--- config.mk ---
export PLATFORM = sky130hd
export DESIGN_NAME = three_rotor_enigma_cipher
export DESIGN_NICKNAME = d
export VERILOG_FILES = /design/src/sv/enig_pkg.sv /design/src/sv/enig_front.sv /design/src/sv/enig_fifo.sv /design/src/sv/enig_back.sv /design/src/sv/three_rotor_enigma_cipher.sv
export SDC_FILE = /design/constraint.sdc
export NUM_CORES = 2
export LEC_CHECK = 0
export ABC_CLOCK_PERIOD_IN_PS = 13250
export BUFFER_PORTS_ARGS = -buffer_cell sky130_fd_sc_hd__buf_2
export CORE_MARGIN = 2
export CORE_UTILIZATION = 50
export DETAILED_ROUTE_END_ITERATION = 12
export GPL_ROUTABILITY_DRIVEN = 0
export GPL_TIMING_DRIVEN = 0
export PLACE_DENSITY = 0.7
export SLEW_MARGIN = 15
export SYNTH_ARGS = -nofsm -noshare
export SYNTH_HDL_FRONTEND = slang
export SYNTH_SLANG_ARGS = --single-unit
--- constraint.sdc ---
create_clock -name clk -period 13.25 [get_ports clk]
set_clock_uncertainty 0.2 [all_clocks]
set_input_delay 2.65 -clock clk [delete_from_list [all_inputs] [get_ports clk]]
set_output_delay 2.65 -clock clk [all_outputs]
set_load 0.03 [all_outputs]
--- src/sv/enig_pkg.sv ---
// ---------------------------------------------------------------------------
// Enigma cipher package
// Shared types, constants and letter arithmetic for the three-rotor cipher.
// ---------------------------------------------------------------------------
package enig_pkg;

  // Alphabet and plugboard sizing.
  localparam int LETTERS        = 26;
  localparam int NUM_ROTORS     = 5;
  localparam int MAX_PLUG_PAIRS = 13;
  localparam int PLUG_SPLIT     = (MAX_PLUG_PAIRS + 1) / 2;
  localparam int PLUG_BITS      = 10 * MAX_PLUG_PAIRS;
  localparam int QUEUE_DEPTH    = 4;

  // Item function codes.
  localparam logic FUNC_ENCIPHER = 1'b0;
  localparam logic FUNC_RESTART  = 1'b1;

  // Configuration register widths.
  localparam int W_WHEEL = 9;
  localparam int W_RING  = 15;
  localparam int W_START = 15;
  localparam int W_COUNT = 4;
  localparam int W_PAIRS = 50;
  localparam int W_PAIRC = 30;

  // Configuration reset values (rotors I, II, III; rings and A W E start).
  localparam logic [W_WHEEL-1:0] RST_WHEEL   = 9'd66;
  localparam logic [W_RING-1:0]  RST_RING    = 15'd20214;
  localparam logic [W_START-1:0] RST_START   = 15'd4800;
  localparam logic [W_COUNT-1:0] RST_COUNT   = 4'd2;
  localparam logic [W_PAIRS-1:0] RST_PAIRS_A = 50'd150912;

  // Register map, one entry per 8-byte slot.
  typedef enum logic [2:0] {
    REG_WHEEL_ORDER  = 3'd0,
    REG_RING         = 3'd1,
    REG_START        = 3'd2,
    REG_PLUG_COUNT   = 3'd3,
    REG_PAIRS_A      = 3'd4,
    REG_PAIRS_B      = 3'd5,
    REG_PAIRS_C      = 3'd6
  } cfg_reg_t;

  typedef logic [4:0] letter_t;
  typedef logic [2:0] wheel_t;

  // Rotor wirings I..V, reflector B and notch letters.
  localparam logic [8*LETTERS-1:0] WIRING [NUM_ROTORS] = '{
    "EKMFLGDQVZNTOWYHXUSPAIBRCJ",
    "AJDKSIRUXBLHWTMCQGZNPYFVOE",
    "BDFHJLCPRTXVZNYEIWGAKMUSQO",
    "ESOVPZJAYQUIRHXLNFTGKDCMWB",
    "VZBRGITYUPSDNHLXAWMJQOFECK"
  };
  localparam logic [8*LETTERS-1:0] REFLECTOR = "YRUHQSLDPXNGOKMIEBFZCWVJAT";
  localparam letter_t NOTCH [NUM_ROTORS] = '{5'd16, 5'd4, 5'd21, 5'd9, 5'd25};

  // One queued item: the folded letter and the rotor positions it sees.
  typedef struct packed {
    letter_t           letter;
    logic [2:0][4:0]   pos;
  } enig_item_t;

  // Decoded configuration seen by the substitution path.
  typedef struct packed {
    logic [2:0][2:0]       wheel;
    logic [2:0][4:0]       ring;
    logic [W_COUNT-1:0]    plug_n;
    logic [PLUG_BITS-1:0]  pairs;
  } enig_cfg_t;

  // Reduce a 5-bit code of 26 or more by 26.
  function automatic letter_t fold5(input logic [4:0] x);
    return (x >= 5'(LETTERS)) ? 5'(x - 5'(LETTERS)) : x;
  endfunction

  function automatic letter_t add26(input letter_t a, input letter_t b);
    logic [5:0] s;
    s = {1'b0, a} + {1'b0, b};
    return (s >= 6'(LETTERS)) ? 5'(s - 6'(LETTERS)) : 5'(s);
  endfunction

  function automatic letter_t sub26(input letter_t a, input letter_t b);
    logic [5:0] s;
    s = {1'b0, a} + 6'(LETTERS) - {1'b0, b};
    return (a >= b) ? 5'(a - b) : 5'(s);
  endfunction

  // Rotor choices above V are treated as V.
  function automatic wheel_t clamp_wheel(input logic [2:0] w);
    return (w > 3'(NUM_ROTORS - 1)) ? 3'(NUM_ROTORS - 1) : w;
  endfunction

  // Letter at position i of a wiring string.
  function automatic letter_t char_at(input logic [8*LETTERS-1:0] s, input letter_t i);
    int         sh;
    logic [7:0] ch;
    sh = 8 * (LETTERS - 1 - int'(i));
    ch = (i < 5'(LETTERS)) ? s[sh +: 8] : 8'd65;
    return 5'(ch - 8'd65);
  endfunction

  function automatic letter_t rotor_fwd(input wheel_t w, input letter_t c);
    return char_at(WIRING[clamp_wheel(w)], c);
  endfunction

  // Inverse wiring: position whose forward image is c, A if none.
  function automatic letter_t rotor_inv(input wheel_t w, input letter_t c);
    letter_t r;
    logic    found;
    r     = '0;
    found = 1'b0;
    for (int j = 0; j < LETTERS; j++) begin
      if (!found && rotor_fwd(w, 5'(j)) == c) begin
        r     = 5'(j);
        found = 1'b1;
      end
    end
    return r;
  endfunction

  function automatic letter_t reflect(input letter_t c);
    return char_at(REFLECTOR, c);
  endfunction

  function automatic letter_t notch_of(input wheel_t w);
    return NOTCH[clamp_wheel(w)];
  endfunction

  // One rotor pass with its offset, forwards or through the inverse wiring.
  function automatic letter_t pass_fwd(input letter_t c, input wheel_t w,
                                       input letter_t off);
    return sub26(rotor_fwd(w, add26(c, off)), off);
  endfunction

  function automatic letter_t pass_inv(input letter_t c, input wheel_t w,
                                       input letter_t off);
    return sub26(rotor_inv(w, add26(c, off)), off);
  endfunction

  // Apply plugboard pairs lo..hi-1 in order, only those below the count.
  function automatic letter_t plug_steps(input letter_t c,
                                         input logic [PLUG_BITS-1:0] pairs,
                                         input logic [W_COUNT-1:0] n,
                                         input int lo, input int hi);
    letter_t r;
    letter_t a;
    letter_t b;
    r = c;
    for (int k = lo; k < hi; k++) begin
      a = fold5(pairs[10*k +: 5]);
      b = fold5(pairs[10*k+5 +: 5]);
      if (W_COUNT'(k) < n) begin
        if (r == a) begin
          r = b;
        end else if (r == b) begin
          r = a;
        end
      end
    end
    return r;
  endfunction

endpackage

--- src/sv/enig_front.sv ---
// ---------------------------------------------------------------------------
// Enigma front end
// Accepts items, steps the rotors and queues each letter with its positions.
// ---------------------------------------------------------------------------
module enig_front (
  input  logic                          clk,
  input  logic                          rst_n,
  input  logic                          in_valid,
  input  logic                          in_func,
  input  logic [4:0]                    in_letter_in,
  input  logic                          q_full,
  input  logic [2:0][2:0]               wheel,
  input  logic [enig_pkg::W_START-1:0]  start_pos,
  output logic                          push,
  output enig_pkg::enig_item_t          push_item
);

  logic [2:0][4:0] pos_r, pos_nxt, step_pos;
  logic            pend_r, pend_nxt, step_pend;
  logic            accept;

  assign accept = in_valid && !q_full;

  // Rotor stepping with the pending double step and the fast notch carry.
  always_comb begin
    step_pos    = pos_r;
    step_pend   = pend_r;
    step_pos[0] = enig_pkg::add26(pos_r[0], 5'd1);
    if (pend_r) begin
      step_pos[1] = enig_pkg::add26(pos_r[1], 5'd1);
      step_pos[2] = enig_pkg::add26(pos_r[2], 5'd1);
      step_pend   = 1'b0;
    end
    if (step_pos[0] == enig_pkg::notch_of(wheel[0])) begin
      step_pos[1] = enig_pkg::add26(step_pos[1], 5'd1);
      if (step_pos[1] == enig_pkg::notch_of(wheel[1])) begin
        step_pend = 1'b1;
      end
    end
  end

  // Next state: restart reloads the start positions, a letter steps.
  always_comb begin
    pos_nxt  = pos_r;
    pend_nxt = pend_r;
    if (accept) begin
      if (in_func == enig_pkg::FUNC_RESTART) begin
        for (int i = 0; i < 3; i++) begin
          pos_nxt[i] = enig_pkg::fold5(start_pos[5*i +: 5]);
        end
        pend_nxt = 1'b0;
      end else begin
        pos_nxt  = step_pos;
        pend_nxt = step_pend;
      end
    end
  end

  always_ff @(posedge clk) begin
    if (!rst_n) begin
      for (int i = 0; i < 3; i++) begin
        pos_r[i] <= enig_pkg::fold5(enig_pkg::RST_START[5*i +: 5]);
      end
      pend_r <= 1'b0;
    end else begin
      pos_r  <= pos_nxt;
      pend_r <= pend_nxt;
    end
  end

  // Letters go to the queue with the positions after stepping.
  assign push             = accept && (in_func == enig_pkg::FUNC_ENCIPHER);
  assign push_item.letter = enig_pkg::fold5(in_letter_in);
  assign push_item.pos    = step_pos;

`ifndef SYNTHESIS
  a_pos_range: assert property (@(posedge clk) disable iff (!rst_n)
    pos_r[0] < 5'd26 && pos_r[1] < 5'd26 && pos_r[2] < 5'd26)
    else $error("rotor position out of range");
  a_restart_clears: assert property (@(posedge clk) disable iff (!rst_n)
    accept && in_func == enig_pkg::FUNC_RESTART |=> !pend_r && !$past(push))
    else $error("restart left the double step pending or queued an item");
`endif

endmodule

--- src/sv/enig_fifo.sv ---
// ---------------------------------------------------------------------------
// Enigma item queue
// Short queue between the stepping front end and the substitution pipeline.
// ---------------------------------------------------------------------------
module enig_fifo (
  input  logic                 clk,
  input  logic                 rst_n,
  input  logic                 push,
  input  enig_pkg::enig_item_t push_item,
  input  logic                 pop,
  output logic                 full,
  output logic                 empty,
  output enig_pkg::enig_item_t head
);

  localparam int PW = $clog2(enig_pkg::QUEUE_DEPTH);

  enig_pkg::enig_item_t mem_r [enig_pkg::QUEUE_DEPTH];
  logic [PW-1:0]        wr_r, wr_nxt, rd_r, rd_nxt;
  logic [PW:0]          cnt_r, cnt_nxt;
  logic                 do_push, do_pop;

  assign full    = (cnt_r == (PW+1)'(enig_pkg::QUEUE_DEPTH));
  assign empty   = (cnt_r == '0);
  assign do_push = push && !full;
  assign do_pop  = pop && !empty;
  assign head    = mem_r[rd_r];

  // Pointer and fill count update.
  always_comb begin
    wr_nxt  = do_push ? PW'(wr_r + 1'b1) : wr_r;
    rd_nxt  = do_pop  ? PW'(rd_r + 1'b1) : rd_r;
    cnt_nxt = cnt_r;
    if (do_push && !do_pop) begin
      cnt_nxt = (PW+1)'(cnt_r + 1'b1);
    end else if (do_pop && !do_push) begin
      cnt_nxt = (PW+1)'(cnt_r - 1'b1);
    end
  end

  always_ff @(posedge clk) begin
    if (!rst_n) begin
      wr_r  <= '0;
      rd_r  <= '0;
      cnt_r <= '0;
    end else begin
      wr_r  <= wr_nxt;
      rd_r  <= rd_nxt;
      cnt_r <= cnt_nxt;
    end
  end

  // Storage needs no reset.
  always_ff @(posedge clk) begin
    if (do_push) begin
      mem_r[wr_r] <= push_item;
    end
  end

`ifndef SYNTHESIS
  a_count_bound: assert property (@(posedge clk) disable iff (!rst_n)
    cnt_r <= (PW+1)'(enig_pkg::QUEUE_DEPTH) &&
    (cnt_r == '0 || cnt_r == (PW+1)'(enig_pkg::QUEUE_DEPTH) || wr_r != rd_r))
    else $error("queue count disagrees with pointers");
`endif

endmodule

--- src/sv/enig_back.sv ---
// ---------------------------------------------------------------------------
// Enigma substitution pipeline
// Plugboard, rotors, reflector, inverse rotors and plugboard in ten stages.
// ---------------------------------------------------------------------------
module enig_back (
  input  logic                 clk,
  input  logic                 rst_n,
  input  enig_pkg::enig_cfg_t  cfg,
  input  logic                 q_empty,
  input  enig_pkg::enig_item_t head,
  output logic                 pop,
  output logic                 out_valid,
  input  logic                 out_stall,
  output logic [4:0]           out_letter_out
);

  localparam int NSTG = 10;

  typedef struct packed {
    logic [4:0]      c;
    logic [2:0][4:0] off;
  } stg_t;

  stg_t            stg_r [NSTG];
  stg_t            stg_nxt [NSTG];
  logic [NSTG-1:0] vld_r, vld_nxt;
  logic            adv;

  // The whole pipeline moves unless the output item is held.
  assign adv = !(vld_r[NSTG-1] && out_stall);
  assign pop = adv && !q_empty;

  // One operation per stage, except that the third rotor pass and the reflector share a stage.
  always_comb begin
    stg_nxt[0].c = enig_pkg::plug_steps(head.letter, cfg.pairs, cfg.plug_n,
                                        0, enig_pkg::PLUG_SPLIT);
    for (int k = 0; k < 3; k++) begin
      stg_nxt[0].off[k] = enig_pkg::sub26(head.pos[k], cfg.ring[k]);
    end
    for (int s = 1; s < NSTG; s++) begin
      stg_nxt[s] = stg_r[s-1];
    end
    stg_nxt[1].c = enig_pkg::plug_steps(stg_r[0].c, cfg.pairs, cfg.plug_n,
                                        enig_pkg::PLUG_SPLIT,
                                        enig_pkg::MAX_PLUG_PAIRS);
    stg_nxt[2].c = enig_pkg::pass_fwd(stg_r[1].c, cfg.wheel[0], stg_r[1].off[0]);
    stg_nxt[3].c = enig_pkg::pass_fwd(stg_r[2].c, cfg.wheel[1], stg_r[2].off[1]);
    stg_nxt[4].c = enig_pkg::reflect(
                     enig_pkg::pass_fwd(stg_r[3].c, cfg.wheel[2], stg_r[3].off[2]));
    stg_nxt[5].c = enig_pkg::pass_inv(stg_r[4].c, cfg.wheel[2], stg_r[4].off[2]);
    stg_nxt[6].c = enig_pkg::pass_inv(stg_r[5].c, cfg.wheel[1], stg_r[5].off[1]);
    stg_nxt[7].c = enig_pkg::pass_inv(stg_r[6].c, cfg.wheel[0], stg_r[6].off[0]);
    stg_nxt[8].c = enig_pkg::plug_steps(stg_r[7].c, cfg.pairs, cfg.plug_n,
                                        0, enig_pkg::PLUG_SPLIT);
    stg_nxt[9].c = enig_pkg::plug_steps(stg_r[8].c, cfg.pairs, cfg.plug_n,
                                        enig_pkg::PLUG_SPLIT,
                                        enig_pkg::MAX_PLUG_PAIRS);
  end

  assign vld_nxt = {vld_r[NSTG-2:0], pop};

  always_ff @(posedge clk) begin
    if (!rst_n) begin
      vld_r <= '0;
    end else if (adv) begin
      vld_r <= vld_nxt;
    end
  end

  // Stage payload needs no reset.
  always_ff @(posedge clk) begin
    if (adv) begin
      for (int s = 0; s < NSTG; s++) begin
        stg_r[s] <= stg_nxt[s];
      end
    end
  end

  assign out_valid      = vld_r[NSTG-1];
  assign out_letter_out = stg_r[NSTG-1].c;

`ifndef SYNTHESIS
  a_out_letter: assert property (@(posedge clk) disable iff (!rst_n)
    out_valid |-> out_letter_out < 5'd26)
    else $error("result letter out of range");
`endif

endmodule

--- src/sv/three_rotor_enigma_cipher.sv ---
// ---------------------------------------------------------------------------
// Three-rotor Enigma cipher
// Throughput: one item per cycle while out_stall is low, set by the ten-stage substitution pipeline
// behind a four-entry queue; a restart item gives no result.
// Reset: configuration returns to its defaults, positions to A W E, flag clear.
// ---------------------------------------------------------------------------
module three_rotor_enigma_cipher (
  input  logic        clk,
  input  logic        rst_n,
  input  logic        in_valid,
  output logic        in_stall,
  input  logic        in_func,
  input  logic [4:0]  in_letter_in,
  output logic        out_valid,
  input  logic        out_stall,
  output logic [4:0]  out_letter_out,
  input  logic        psel,
  input  logic        penable,
  input  logic        pwrite,
  input  logic [5:0]  paddr,
  input  logic [63:0] pwdata,
  output logic [63:0] prdata,
  output logic        pready
);

  logic [enig_pkg::W_WHEEL-1:0] wheel_r;
  logic [enig_pkg::W_RING-1:0]  ring_r;
  logic [enig_pkg::W_START-1:0] start_r;
  logic [enig_pkg::W_COUNT-1:0] count_r;
  logic [enig_pkg::W_PAIRS-1:0] pairs_a_r, pairs_b_r;
  logic [enig_pkg::W_PAIRC-1:0] pairs_c_r;
  enig_pkg::cfg_reg_t           reg_sel;
  logic                         wr_en;

  enig_pkg::enig_cfg_t  cfg;
  enig_pkg::enig_item_t push_item, head;
  logic                 push, pop, q_full, q_empty;

  // Register port: always ready, eight bytes per register.
  assign pready  = 1'b1;
  assign reg_sel = enig_pkg::cfg_reg_t'(paddr[5:3]);
  assign wr_en   = psel && penable && pwrite;

  always_ff @(posedge clk) begin
    if (!rst_n) begin
      wheel_r   <= enig_pkg::RST_WHEEL;
      ring_r    <= enig_pkg::RST_RING;
      start_r   <= enig_pkg::RST_START;
      count_r   <= enig_pkg::RST_COUNT;
      pairs_a_r <= enig_pkg::RST_PAIRS_A;
      pairs_b_r <= '0;
      pairs_c_r <= '0;
    end else if (wr_en) begin
      unique case (reg_sel)
        enig_pkg::REG_WHEEL_ORDER: wheel_r   <= pwdata[enig_pkg::W_WHEEL-1:0];
        enig_pkg::REG_RING:        ring_r    <= pwdata[enig_pkg::W_RING-1:0];
        enig_pkg::REG_START:       start_r   <= pwdata[enig_pkg::W_START-1:0];
        enig_pkg::REG_PLUG_COUNT:  count_r   <= pwdata[enig_pkg::W_COUNT-1:0];
        enig_pkg::REG_PAIRS_A:     pairs_a_r <= pwdata[enig_pkg::W_PAIRS-1:0];
        enig_pkg::REG_PAIRS_B:     pairs_b_r <= pwdata[enig_pkg::W_PAIRS-1:0];
        enig_pkg::REG_PAIRS_C:     pairs_c_r <= pwdata[enig_pkg::W_PAIRC-1:0];
        default: ;
      endcase
    end
  end

  // Read back.
  always_comb begin
    unique case (reg_sel)
      enig_pkg::REG_WHEEL_ORDER: prdata = 64'(wheel_r);
      enig_pkg::REG_RING:        prdata = 64'(ring_r);
      enig_pkg::REG_START:       prdata = 64'(start_r);
      enig_pkg::REG_PLUG_COUNT:  prdata = 64'(count_r);
      enig_pkg::REG_PAIRS_A:     prdata = 64'(pairs_a_r);
      enig_pkg::REG_PAIRS_B:     prdata = 64'(pairs_b_r);
      enig_pkg::REG_PAIRS_C:     prdata = 64'(pairs_c_r);
      default:                   prdata = '0;
    endcase
  end

  // Decoded configuration: clamped rotor choices, folded rings, saturated count.
  always_comb begin
    for (int i = 0; i < 3; i++) begin
      cfg.wheel[i] = enig_pkg::clamp_wheel(wheel_r[3*i +: 3]);
      cfg.ring[i]  = enig_pkg::fold5(ring_r[5*i +: 5]);
    end
    cfg.plug_n = (count_r > enig_pkg::W_COUNT'(enig_pkg::MAX_PLUG_PAIRS))
               ? enig_pkg::W_COUNT'(enig_pkg::MAX_PLUG_PAIRS) : count_r;
    cfg.pairs  = {pairs_c_r, pairs_b_r, pairs_a_r};
  end

  assign in_stall = q_full;

  enig_front u_front (
    .clk          (clk),
    .rst_n        (rst_n),
    .in_valid     (in_valid),
    .in_func      (in_func),
    .in_letter_in (in_letter_in),
    .q_full       (q_full),
    .wheel        (cfg.wheel),
    .start_pos    (start_r),
    .push         (push),
    .push_item    (push_item)
  );

  enig_fifo u_fifo (
    .clk       (clk),
    .rst_n     (rst_n),
    .push      (push),
    .push_item (push_item),
    .pop       (pop),
    .full      (q_full),
    .empty     (q_empty),
    .head      (head)
  );

  enig_back u_back (
    .clk            (clk),
    .rst_n          (rst_n),
    .cfg            (cfg),
    .q_empty        (q_empty),
    .head           (head),
    .pop            (pop),
    .out_valid      (out_valid),
    .out_stall      (out_stall),
    .out_letter_out (out_letter_out)
  );

endmodule
# --- After elaboration in Yosys (flattened, before gate mapping) ---
# Memories as Yosys holds them, arrays and structs flattened. A register that Yosys moved wholly into a read port is not among the register bits.
# Index checks and enable logic that the tools add are counted.
totals:
  input_bits: 83
  output_inout_bits: 72
  ff_bits: 206
  memories: 7
  ramBits: 280
  rom_bits: 5072
classes:
  shift: 4
  bitwise_logic: 4
  add_sub_neg: 170
  n_mux: 315
  n_eq_ne: 139
  n_lt_le_gt_ge: 79
  n_reduce_logical: 175
mem_list:
  columns: ["name", "depth", "width", "rd", "rd_clocked_by_memory_dff", "write_ports", "line", "source"]
  rows:
  - ["(no name shown)", 8, 208, 1, 0, 0, "enig_pkg.sv:105", "return char_at(WIRING[clamp_wheel(w)], c);"]
  - ["(no name shown)", 8, 208, 1, 0, 0, "enig_pkg.sv:105", null]
  - ["(no name shown)", 8, 208, 1, 0, 0, "enig_pkg.sv:105", null]
  - ["u_back.stg_r", 10, 20, 10, 0, 10, "enig_back.sv:24", "stg_t stg_r [NSTG];"]
  - ["u_fifo.mem_r", 4, 20, 1, 1, 1, "enig_fifo.sv:18", "enig_pkg::enig_item_t mem_r [enig_pkg::QUEUE_DEPTH];"]
  - ["(no name shown)", 8, 5, 1, 0, 0, "enig_pkg.sv:128", "return NOTCH[clamp_wheel(w)];"]
  - ["1 more memories", null, null, null, null, null, null, null]
ops:
  columns: ["operator", "n"]
  rows:
  - ["2-to-1 mux 208 bit", 6]
  - ["2-to-1 mux 5 bit", 169]
  - ["equality test 5 bit", 132]
  - ["variable part select 208 x 9 -> 5 bit", 3]
  - ["subtractor 5 x 1 -> 5 bit (second input constant)", 82]
  - ["case mux 50 bit (7 select lines)", 1]
  - ["subtractor 5 bit (second input constant)", 43]
  - ["variable part select 208 x 32 -> 5 bit (first input constant)", 1]
  - [">= comparator 5 bit (second input constant)", 33]
  - ["2-to-1 mux 4 bit", 25]
  - ["subtractor 5 bit", 18]
  - ["logical AND 1 bit", 85]
  - ["2-to-1 mux 1 bit", 84]
  - ["logical NOT 1 bit", 80]
  - [">= comparator 6 x 5 -> 1 bit (second input constant)", 10]
  - ["2-to-1 mux 3 bit", 20]
  - ["adder 5 bit (second input constant)", 9]
  - [">= comparator 5 bit", 9]
  - ["adder 5 x 5 -> 6 bit", 6]
  - ["adder 5 x 1 -> 6 bit (second input constant)", 4]
  - ["subtractor 5 x 5 -> 6 bit (first input constant)", 4]
  - ["less-than comparator 4 bit (first input constant)", 5]
  - ["less-than comparator 5 bit (second input constant)", 4]
  - ["> comparator 3 bit (second input constant)", 6]
  - ["other kinds (19)", 47]

# --- Logic depth before layout (Yosys ltp) ---
logic_depth:
  ltp_word: 89
  depth_mapped: 44

# --- Hierarchy ---
# From an unflattened synthesis, not the netlist that was laid out.
hier_totals:
  hier_cells: 5705
  area_unflattened_um2: 45723.9
by_module_without_submodules:
  columns: ["module", "seq_area_each_um2", "area_per_inst_um2", "n_inst", "cells_each"]
  rows:
  - ["enig_back", 4404.2, 31227.4, 1, 4247]
  - ["three_rotor_enigma_cipher", 3463.3, 8284.2, 1, 908]
  - ["enig_fifo", 2582.5, 3365.7, 1, 152]
  - ["enig_front", 320.3, 2846.5, 1, 398]

# --- Worst setup path after synthesis ---
# No wires, ideal clock.
synth_timing:
  path_type: "register to register"
  startpoint: "reg pairs_a_r[6] in the netlist's numbering"
  endpoint: "mem u_back.stg_r[8][16] in the netlist's numbering (data pin)"
  arrival_ns: 9.456
  setup_ns: 0.256
  path_stages_with_launch: 40
  path_buffers: 6
  setup_slack_ns: 3.337
  path_cell_list: "dfxtp_1 inv_1 ha_1 and3b_1 o22ai_4 xnor2_1 or4_1 buf_2 o32a_1 and2_1 xor2_1 and4_1 buf_2 clkbuf_1 a32o_1 o21ai_0 nand4_1 or3_1 (+4 left out) or3_1 o311a_1 o221a_1 o211ai_2 nor3_1 or4b_1 a21o_1 a2111oi_2 nand4_2 and2_1 buf_6 a221o_1 xnor2_1 or4_1 buf_2 nand4bb_1 o22ai_1 a22o_1"
synth_lines:
  columns: ["item", "line", "source"]
  rows:
  - ["start, declared", "three_rotor_enigma_cipher.sv:30", "logic [enig_pkg::W_PAIRS-1:0] pairs_a_r, pairs_b_r;"]
  - ["start signal, assigned", "three_rotor_enigma_cipher.sv:50", "pairs_a_r <= enig_pkg::RST_PAIRS_A;"]
  - ["start signal, assigned", "three_rotor_enigma_cipher.sv:59", "enig_pkg::REG_PAIRS_A: pairs_a_r <= pwdata[enig_pkg::W_PAIRS-1:0];"]
  - ["end, declared", "enig_back.sv:24", null]

==> reports/results.md <==
| Quantity | This run |
| --- | --- |
| Yosys warns | 0 |
| Tightest slew margin relative to the limit | 16.9% |
| Register bit total from synthesis | 428 |
| Remaining antenna violation count | 0 |
| Vias in the first global route | 42098 |
| Largest net degree at the start of global routing | 85 |
| Setup WS pre-CTS | 1.46 ns |
| Worst path required time | 13.39 ns |
| Min Clock Period, post-route | 12.41 ns |
| Run status | complete, no violations |
| Max Clock Freq | 0.0806 GHz |
| RSZ-0062 raised after global routing | no |
| Count of unique library cells instantiated by Yosys | 112 |
| Count of standard-cell rows | 109 |
| Critical path startpoint category | flip-flop |
| Cell count after synthesis | 5796 |
| Critical Path AT | 12.55 ns |
| Top cell type's share of synthesized area | 14.8% |
| Synthesized area divided by synthesized cell count | 7.70 sq um |
| Critical path class | reg2reg |
| First-pass iteration count of the detailed router | 10 |
| Reg clk slew, reported paths | 0.06 ns |
| Netlist area before placement | 44600 sq um |
| DRC violation total after the first TritonRoute iteration | 5708 |
| CP Max Fanout | 10 |
| NumNets Final | 6372 |
| Share of async-settable or async-resettable flops after synthesis | 0% |
| Fin worst setup slack | 0.841 ns |
| Worst skew pair latency | 0.63 ns |
| Number of violations of the max-capacitance limit | 0 |
| Die Footprint | 91600 sq um |
| Width of the die | 303 um |
| Sequential element share of the synthesized area | 24.1% |
| Final wirelength | 154 mm |
| Via density | 6.39 |
| CTS Root Buffer Type | sky130_fd_sc_hd__clkbuf_16 |
| Primary FF master, synth | sky130_fd_sc_hd__edfxtp_1 |
| Path type of the worst min-delay path | reg2reg |
| Area inside the core boundary | 88400 sq um |
| Number of enable-type register cells in the synthesized netlist | 220 |
| Worst Setup End Kind | flip-flop |
| Slowest stage cell, crit path | sky130_fd_sc_hd__nor2_1 |
| GRT Resource Usage Total | 32.1% |
| Post-CTS Hold Buffers | 0 |
| Fraction of final layout cells sized beyond drive strength 1 | 6.19% |
| Clock tree from TritonCTS | done |
| Number of sinks driven by the clock tree | 428 |
| Share of the cycle needed by the critical path after routing | 93.7% |
| Critical path's largest stage delay | 0.87 ns |
| HPWL Detailed | 118 mm |
| Postcts setup bufs | 0 |
| Port Buffers | 119 |
| Drt drc | 0 |
| Post-cts repair resize count | 0 |
| Overall die height | 303 um |
| Maximum root-to-sink buffer count | 3 |
| First-pass GRT wire length | 234 mm |
| Largest area contributor in the netlist | sky130_fd_sc_hd__edfxtp_1 |
| Starting Density | 50.5% |
| GR Overflow Total | 0 |
| Final Hold Violating Endpoints | 0 |
| TritonCTS buffer count | 49 |
| Total negative slack | 0 ns |
| H-tree depth | 2 |
| Ranking of synthesized cells by area | sky130_fd_sc_hd__edfxtp_1 (15%), sky130_fd_sc_hd__dfxtp_1 (9.3%), sky130_fd_sc_hd__xnor2_1 (8.4%) |
| Area Overhead vs Synth | 8.80% |
| Final-report max-slew violation count | 0 |
| Via count | 45966 |
| Worst slew pin tran | 1.24 ns |
| Final Setup Violations | 0 |
| Number of top-level pins | 155 |
| Drt wl/cell | 21.4 um |
| Antenna violations before repair | 8 |
metrics by stage:
step	cell area [sq um]	cells	hold slack (ns)	utilization [%]
3_5_place_dp	46800	7096	0.205	52.9
4_1_cts	48500	7188	0.214	54.9
3_3_place_gp	46700	7093	0.200	52.8
6_report	48500	7193	0.213	54.9
2_1_floorplan	44700	5809	0.200	-
5_1_grt	48500	7192	0.222	54.9
path summary, 6_finish.rpt:
check | slack [ns] | startpoint | to | cells past startpoint
worst max-delay path | 0.84 | count_r[0] | u_back.stg_r[8][16] | 36
worst min-delay path | 0.21 | u_back.stg_r[1][14] | u_back.stg_r[2][14] | 0
worst max register to register | 0.84 | count_r[0] | u_back.stg_r[8][16] | 36
worst min register to register | 0.21 | u_back.stg_r[1][14] | u_back.stg_r[2][14] | 0
Yosys cell counts (56+ instances only):
library cell	count
sky130_fd_sc_hd__o22ai_1	103
sky130_fd_sc_hd__mux2i_1	64
sky130_fd_sc_hd__clkbuf_1	285
sky130_fd_sc_hd__o211ai_1	62
sky130_fd_sc_hd__inv_1	387
sky130_fd_sc_hd__nand3_1	178
sky130_fd_sc_hd__nor2b_1	56
sky130_fd_sc_hd__dfxtp_1	208
sky130_fd_sc_hd__nand2_1	690
sky130_fd_sc_hd__nor2_1	396
sky130_fd_sc_hd__a21oi_1	428
sky130_fd_sc_hd__a21o_1	61
sky130_fd_sc_hd__nand2b_1	59
sky130_fd_sc_hd__nor3_1	180
sky130_fd_sc_hd__ha_1	273
sky130_fd_sc_hd__nand4_1	59
sky130_fd_sc_hd__o21ai_0	393
sky130_fd_sc_hd__a31oi_1	85
sky130_fd_sc_hd__xor2_1	152
sky130_fd_sc_hd__xnor2_1	428
sky130_fd_sc_hd__edfxtp_1	220
flip-flops by register name, indices dropped and copies added (netlist names), 10 cells and up, named ones only:
signal,count
u_back.stg_r,140
pairs_b_r,50
u_front.pos_r,15
u_back.vld_r,10
ring_r,15
u_fifo.mem_r,80
start_r,15
pairs_a_r,50
pairs_c_r,30
placed cells by master (no fill, tap or decap), drive strengths merged, types with 18 or more instances in the layout:
master   netlist  layout
o31ai         44      44
o221ai        39      39
nand2b        59      59
o211ai        64      64
nor2b         56      56
a211oi        40      40
o31a          20      20
a21o          61      61
o21ai        410     410
a31oi         85      85
or2           24      24
a21boi        33      33
clkinv         9      25
nand4         60      60
o22ai        106     106
ha           273     273
a21oi        429     429
mux2i         64      64
xor2         152     152
or3           45      45
clkbuf       286     345
inv          390     396
and3          49      49
o21a          47      47
a22oi         39      39
nand3        178     178
edfxtp       220     220
dfxtp        208     208
buf           60     182
xnor2        429     429
nor4          63      63
fa            34      34
nor2         399     399
nand2        690     690
nor3         184     184
and2          47      47
a2bb2oi       18      18
mux4          29      29
a221oi        28      28
layer usage:
layer | vias up | wire length (um) | GRT usage (%)
met1 | 21251 | 60500 | 41.7
li1 | 21320 | - | -
met3 | 603 | 17000 | 6.62
met2 | 2788 | 67700 | 50.9
met4 | 4 | 8530 | 15.9
met5 | - | 30 | 0
worst max-delay path: cells and delay by family, from the launching register on:
| family | cells | cell delay (ns) |
|---|---|---|
| AND/OR/NAND/NOR | 13 | 4.71 |
| AO/OA/AOI/OAI | 12 | 4.63 |
| buffers and inverters | 7 | 1.51 |
| XOR/XNOR | 4 | 0.75 |
| flip-flops | 1 | 0.30 |
logic make-up after synthesis:
logic type / after synthesis / share of synthesized area (%)
simple gates: 1924 / 20.6
compound gates: 1699 / 24.8
buf+inv: 745 / 6.53
xor+xnor: 581 / 11.4
flops: 428 / 24.1
fa+ha+maj: 307 / 9.18
mux: 110 / 3.34
other cells: 2 / 0.0168
cell type report:
cell class                 count  area, sq um
fill                        8396        39800
clock inverter                33          440
antenna                        5         12.5
multi-input combinational   4636        31000
inverter                     399         1500
tap                         1165         1460
clock buffer                  59         1310
timing repair buffer         122          643
sequential                   428        10800
buffer                       346         1410
Power is left out: the tool's default activity adds up to more than one toggle a clock period on the data nets, which glitch-free logic cannot reach.
